--- src/rtl/core/tser_ram.sv ---
`timescale 1ns / 1ps

// Simple dual-port memory: one write port, one registered read port.
module tser_ram #(
    parameter int DEPTH = 256,
    parameter int WIDTH = 16,
    parameter int AW    = $clog2(DEPTH)
) (
    input  logic             i_clk,
    input  logic             i_we,
    input  logic [AW-1:0]    i_waddr,
    input  logic [WIDTH-1:0] i_wdata,
    input  logic             i_re,
    input  logic [AW-1:0]    i_raddr,
    output logic [WIDTH-1:0] o_rdata
);

    logic [WIDTH-1:0] r_mem [DEPTH];
    logic [WIDTH-1:0] r_rdata;

    // Write port.
    always_ff @(posedge i_clk) begin
        if (i_we) begin
            r_mem[i_waddr] <= i_wdata;
        end
    end

    // Read port; the data holds until the next read.
    always_ff @(posedge i_clk) begin
        if (i_re) begin
            r_rdata <= r_mem[i_raddr];
        end
    end

    assign o_rdata = r_rdata;

endmodule

--- config.mk ---
export PLATFORM = sky130hd
export DESIGN_NAME = tser_ram
export DESIGN_NICKNAME = d
export VERILOG_FILES = /design/src/rtl/core/tser_ram.sv
export SDC_FILE = /design/constraint.sdc
export NUM_CORES = 2
export LEC_CHECK = 0
export ABC_CLOCK_PERIOD_IN_PS = 4300
export BUFFER_PORTS_ARGS = -buffer_cell sky130_fd_sc_hd__buf_2
export CAP_MARGIN = 20
export CORE_AREA = 4 4 710 712
export DETAILED_ROUTE_END_ITERATION = 16
export DIE_AREA = 0 0 714 716
export PLACE_DENSITY = 0.48
export SYNTH_ARGS = -nofsm -noshare
export SYNTH_HDL_FRONTEND = slang
export SYNTH_SLANG_ARGS = --single-unit
--- constraint.sdc ---
create_clock -name i_clk -period 4.3 [get_ports i_clk]
set_clock_uncertainty 0.15 [all_clocks]
set_input_delay 1.075 -clock i_clk [delete_from_list [all_inputs] [get_ports i_clk]]
set_output_delay 1.075 -clock i_clk [all_outputs]
set_load 0.02 [all_outputs]
# == Yosys cells after proc, flatten, opt, wreduce, memory -nomap -nowiden ==
# Memories as Yosys holds them, arrays and structs flattened. A register that Yosys moved wholly into a read port is not among the register bits.
# Cells that the tools add are included.
# totals
output_inout_bits,16
input_bits,35
reg_bits,0
n_memories,1
elab_cells,3
ram_bits,4096
# classes
n_mux,2
# memory_table
name,depth,word_bits,rd,rd_ports_with_merged_regs,write_ports,line_no,source
r_mem,256,16,1,1,1,18,logic [WIDTH-1:0] r_mem [DEPTH];
# ops
cell,count
two-way mux 1 bit,2

# == Logic depth before layout (Yosys ltp) ==
# logic_depth
depth_word,2
mapped_depth,12
mapped_depth_nobuf,6

# == Worst setup path before layout ==
# Ideal clock, no wire load.
# synth_timing
path_type,input-to-reg
from,in i_raddr[0]
to,reg r_rdata[4] (netlist: o_rdata[4]) (read register of r_mem) (data pin)
required_ns,3.885
path_buffers,3
cell_stages,8
setup_time_ns,0.265
arrival_time_ns,3.059
slack_ns,0.826
cell_sequence,buf_6 > buf_6 > buf_2 > mux4_2 > mux4_2 > a22o_1 > o32ai_2 > nor4_2
# synth_rtl
item,line_no,source
"start, declared",14,"input logic [AW-1:0] i_raddr,"
"end, declared",19,logic [WIDTH-1:0] r_rdata;

==> impl_metrics.toml <==
[global_route]
grt_max_degree = 108
grt_pass1_wl_um = 654000
grt_pass1_vias = 81200
grt-ovfl-total = 0
grtUsageTotal = 0.180
antenna_found_initial = 37

[yosys]
synth_common_cells = "4112 x edfxtp_1, 797 x mux4_2, 565 x mux2i_1, 304 x nor2_1, 252 x o221ai_1"
syn_inst = 7360
synth_nets = 7395
yosys_most_used_dff = "edfxtp_1"
synthDistinctLibCells = 51
synth_edf_count = 4112
synth_seq_area_share = 0.777
syn-cell-area_um2 = 159000
yosys_warnings = 0
netlist.area_leader.share = 0.777
ys_seq_elements = 4112
synth-async-reset-ratio = 0
yosys.area.top_type = "edfxtp_1"
avgSynthCellArea_um2 = 21.6
synth_area_leaders = "edfxtp_1 78%, mux4_2 11%, mux2i_1 3.6%"
synth_most_common_cell = "edfxtp_1"

[timing]
max_freq_ghz = 0.259
min_period_ns = 3.86
hold_viol = 0
fin_crit_sh = 0.897
setup-violations-final = 0
tightestPinTransition_ns = 1.20
drv_slew = 0
max_slew_margin = 0.201
grt_setup_unrepaired = "no"

[pwr]
p_int_mw = 66.6
vdd_ir_drop_max_mv = 0.356
combPwrFrac = 0.055
p_per_area_nw_per_um2 = 453
pwr-share-seq = 0.520
clock_power_share = 0.424
p_leak_nw = 59.7
power_switching_share = 0.217
power.total_mw = 85.1
p_sw_mw = 18.5

[critical_path]
crit_family = "compound AO/OA/AOI/OAI gates"
critPathMaxStageDelay_ns = 0.79
crit_required_ns = 4.85
cp_num_buf_inv = 5
arrival_ns = 4.41
crit_path_frequent_cell = "buf_12"
start_kind = "input pin"
cp_slowest_cell = "o32ai_1"
critical_path.cell_chain = "buf_12, buf_12, buf_12, buf_4, mux4_2, mux4_2, a22o_1, o32ai_1, buf_4, nor4_1"
end_kind = "flop"
criticalPathCategory = "input pin to flop"
path_max_fanout = 16

[floorplan]
die_w_um = 714
start_util = 0.320
dieHeight_um = 716
die_area_um2 = 511000
io_pins = 51
core_um2 = 497000
rows = 259

[route]
viasPerCell = 5.21
drc = 0
wl_per_cell_um = 30.7
dr.pass1.iters = 6
first_iter_violations = 8546
wl_um = 470000
postRouteAntennaNets = 0
num_vias = 79800

[cells_and_area]
final_core_util = 0.378
drive_gt1_frac = 0.302
fin_nets = 8337
fill_cells = 45000
synthToLayoutAreaGrowth_pct = 18.1

[placed_design]
io_buffer_count = 50
gp_congestion = 0.835
dp_hpwl_um = 297000

[cts]
cts_made_buffers = 435
cts_root_buf = "clkbuf_16"
clock_sinks = 4112
clockBufferDepth = 4
cts_tree = "built"
htreeDepth = 5
cts_hold_buffers = 0
cts_setup_buffers = 0
cts.clk_slew.worst_paths_ns = 0.06
cts_resized = 0
clk_latency_ns = 0.99

[worst_hold_path]
worstHoldPathType = "input pin to flop"

[status]
status = "finished clean"

[flow_run]
drv_cap = 0
worst paths after layout:
path                           startpoint                  endpoint  slack (ns)  depth (start not counted)
setup / recovery               i_raddr[0]      o_rdata[0]$_DFFE_PP_        0.44                         10
hold reg to reg   r_mem[194][7]$_DFFE_PP_      o_rdata[7]$_DFFE_PP_        1.08                          6
hold / removal                i_wdata[14]  r_mem[127][14]$_DFFE_PP_        0.38                          1
setup reg to reg   r_mem[11][2]$_DFFE_PP_      o_rdata[2]$_DFFE_PP_        0.90                          8
stage by stage:
step           area [um^2]  TNS [ns]  instances  hold slack, ns  setup slack [ns]
4_1_cts             188000         0      15300           0.317             0.498
5_1_grt             188000         0      15300           0.352             0.395
6_report            188000         0      15300           0.382             0.443
2_1_floorplan       159000         0       7360           0.823             0.826
3_5_place_dp        174000     -4.76      14500            1.07            -0.581
3_3_place_gp        174000     -9.08      14500            1.07            -0.963
final cells by class:
type	instances	area [um^2]	share of cell area
Sequential cell	4112	123000	0.658
Multi-Input combinational cell	2792	33200	0.177
Timing Repair Buffer	957	8980	0.0478
Antenna cell	22	55.1	0.000293
Clock buffer	544	11400	0.0610
Inverter	4	27.5	0.000147
Tap cell	6655	8330	0.0444
Clock inverter	246	2160	0.0115
layer usage:
| layer | routed length [um] | track usage | share of wire |
|---|---|---|---|
| met1 | 203000 | 0.249 | 0.43 |
| met2 | 227000 | 0.296 | 0.48 |
| met3 | 28200 | 0.0290 | 0.060 |
| met4 | 12800 | 0.0460 | 0.027 |
| met5 | 97 | 0 | 0.00021 |
layout by cell type, fill, tap and decap left out, drive strengths merged, types with 6 or more instances in the layout:
cell type,netlist,routed
a211oi,18,18
nor2b,9,9
a22o,32,32
diode,0,22
o21ai,38,38
buf,222,956
bufinv,0,31
nor3,92,92
o22ai,148,148
mux2i,565,565
nor2,304,304
clkinv,0,197
a31oi,6,6
clkbuf,230,545
mux4,797,797
a21oi,175,175
and3,11,11
mux2,88,88
a221oi,28,28
nand4,26,26
o31ai,16,16
o221ai,253,253
nand2,38,38
nor4,18,18
edfxtp,4112,4112
a2111oi,6,6
inv,4,17
nand3,35,35
o32ai,21,21
a22oi,43,43
kinds of logic after synthesis:
family / count (synthesis) / share of synthesized area
and+or+nand+nor: 556 / 0.0157
muxes: 1450 / 0.155
DFF: 4112 / 0.777
buffers and inverters: 456 / 0.0169
AOI/OAI and AO/OA: 786 / 0.0353
power groups by stage:
stage | sequential, mW | clock, mW | combinational [mW]
finish | 44.3 | 36.1 | 4.70
global route | 44.3 | 38.6 | 4.94
CTS | 44.3 | 37.0 | 4.78
detailed placement | 45.1 | 0 | 4.77
global placement | 45.1 | 0 | 4.71
floorplan | 45.1 | 0 | 2.18
worst reg2reg max path, delay by kind of cell, from the launching register on:
family	cells	cell delay (ns)
AOI/OAI and AO/OA	2	1.18
muxes	2	0.79
buffers and inverters	2	0.46
DFF	1	0.36
and+or+nand+nor	2	0.25
flip-flops by register name, summed over array words and instances, names as in the netlist:
register  cells
o_rdata      16
r_mem      4096
Power figures use the tool's default switching activity.
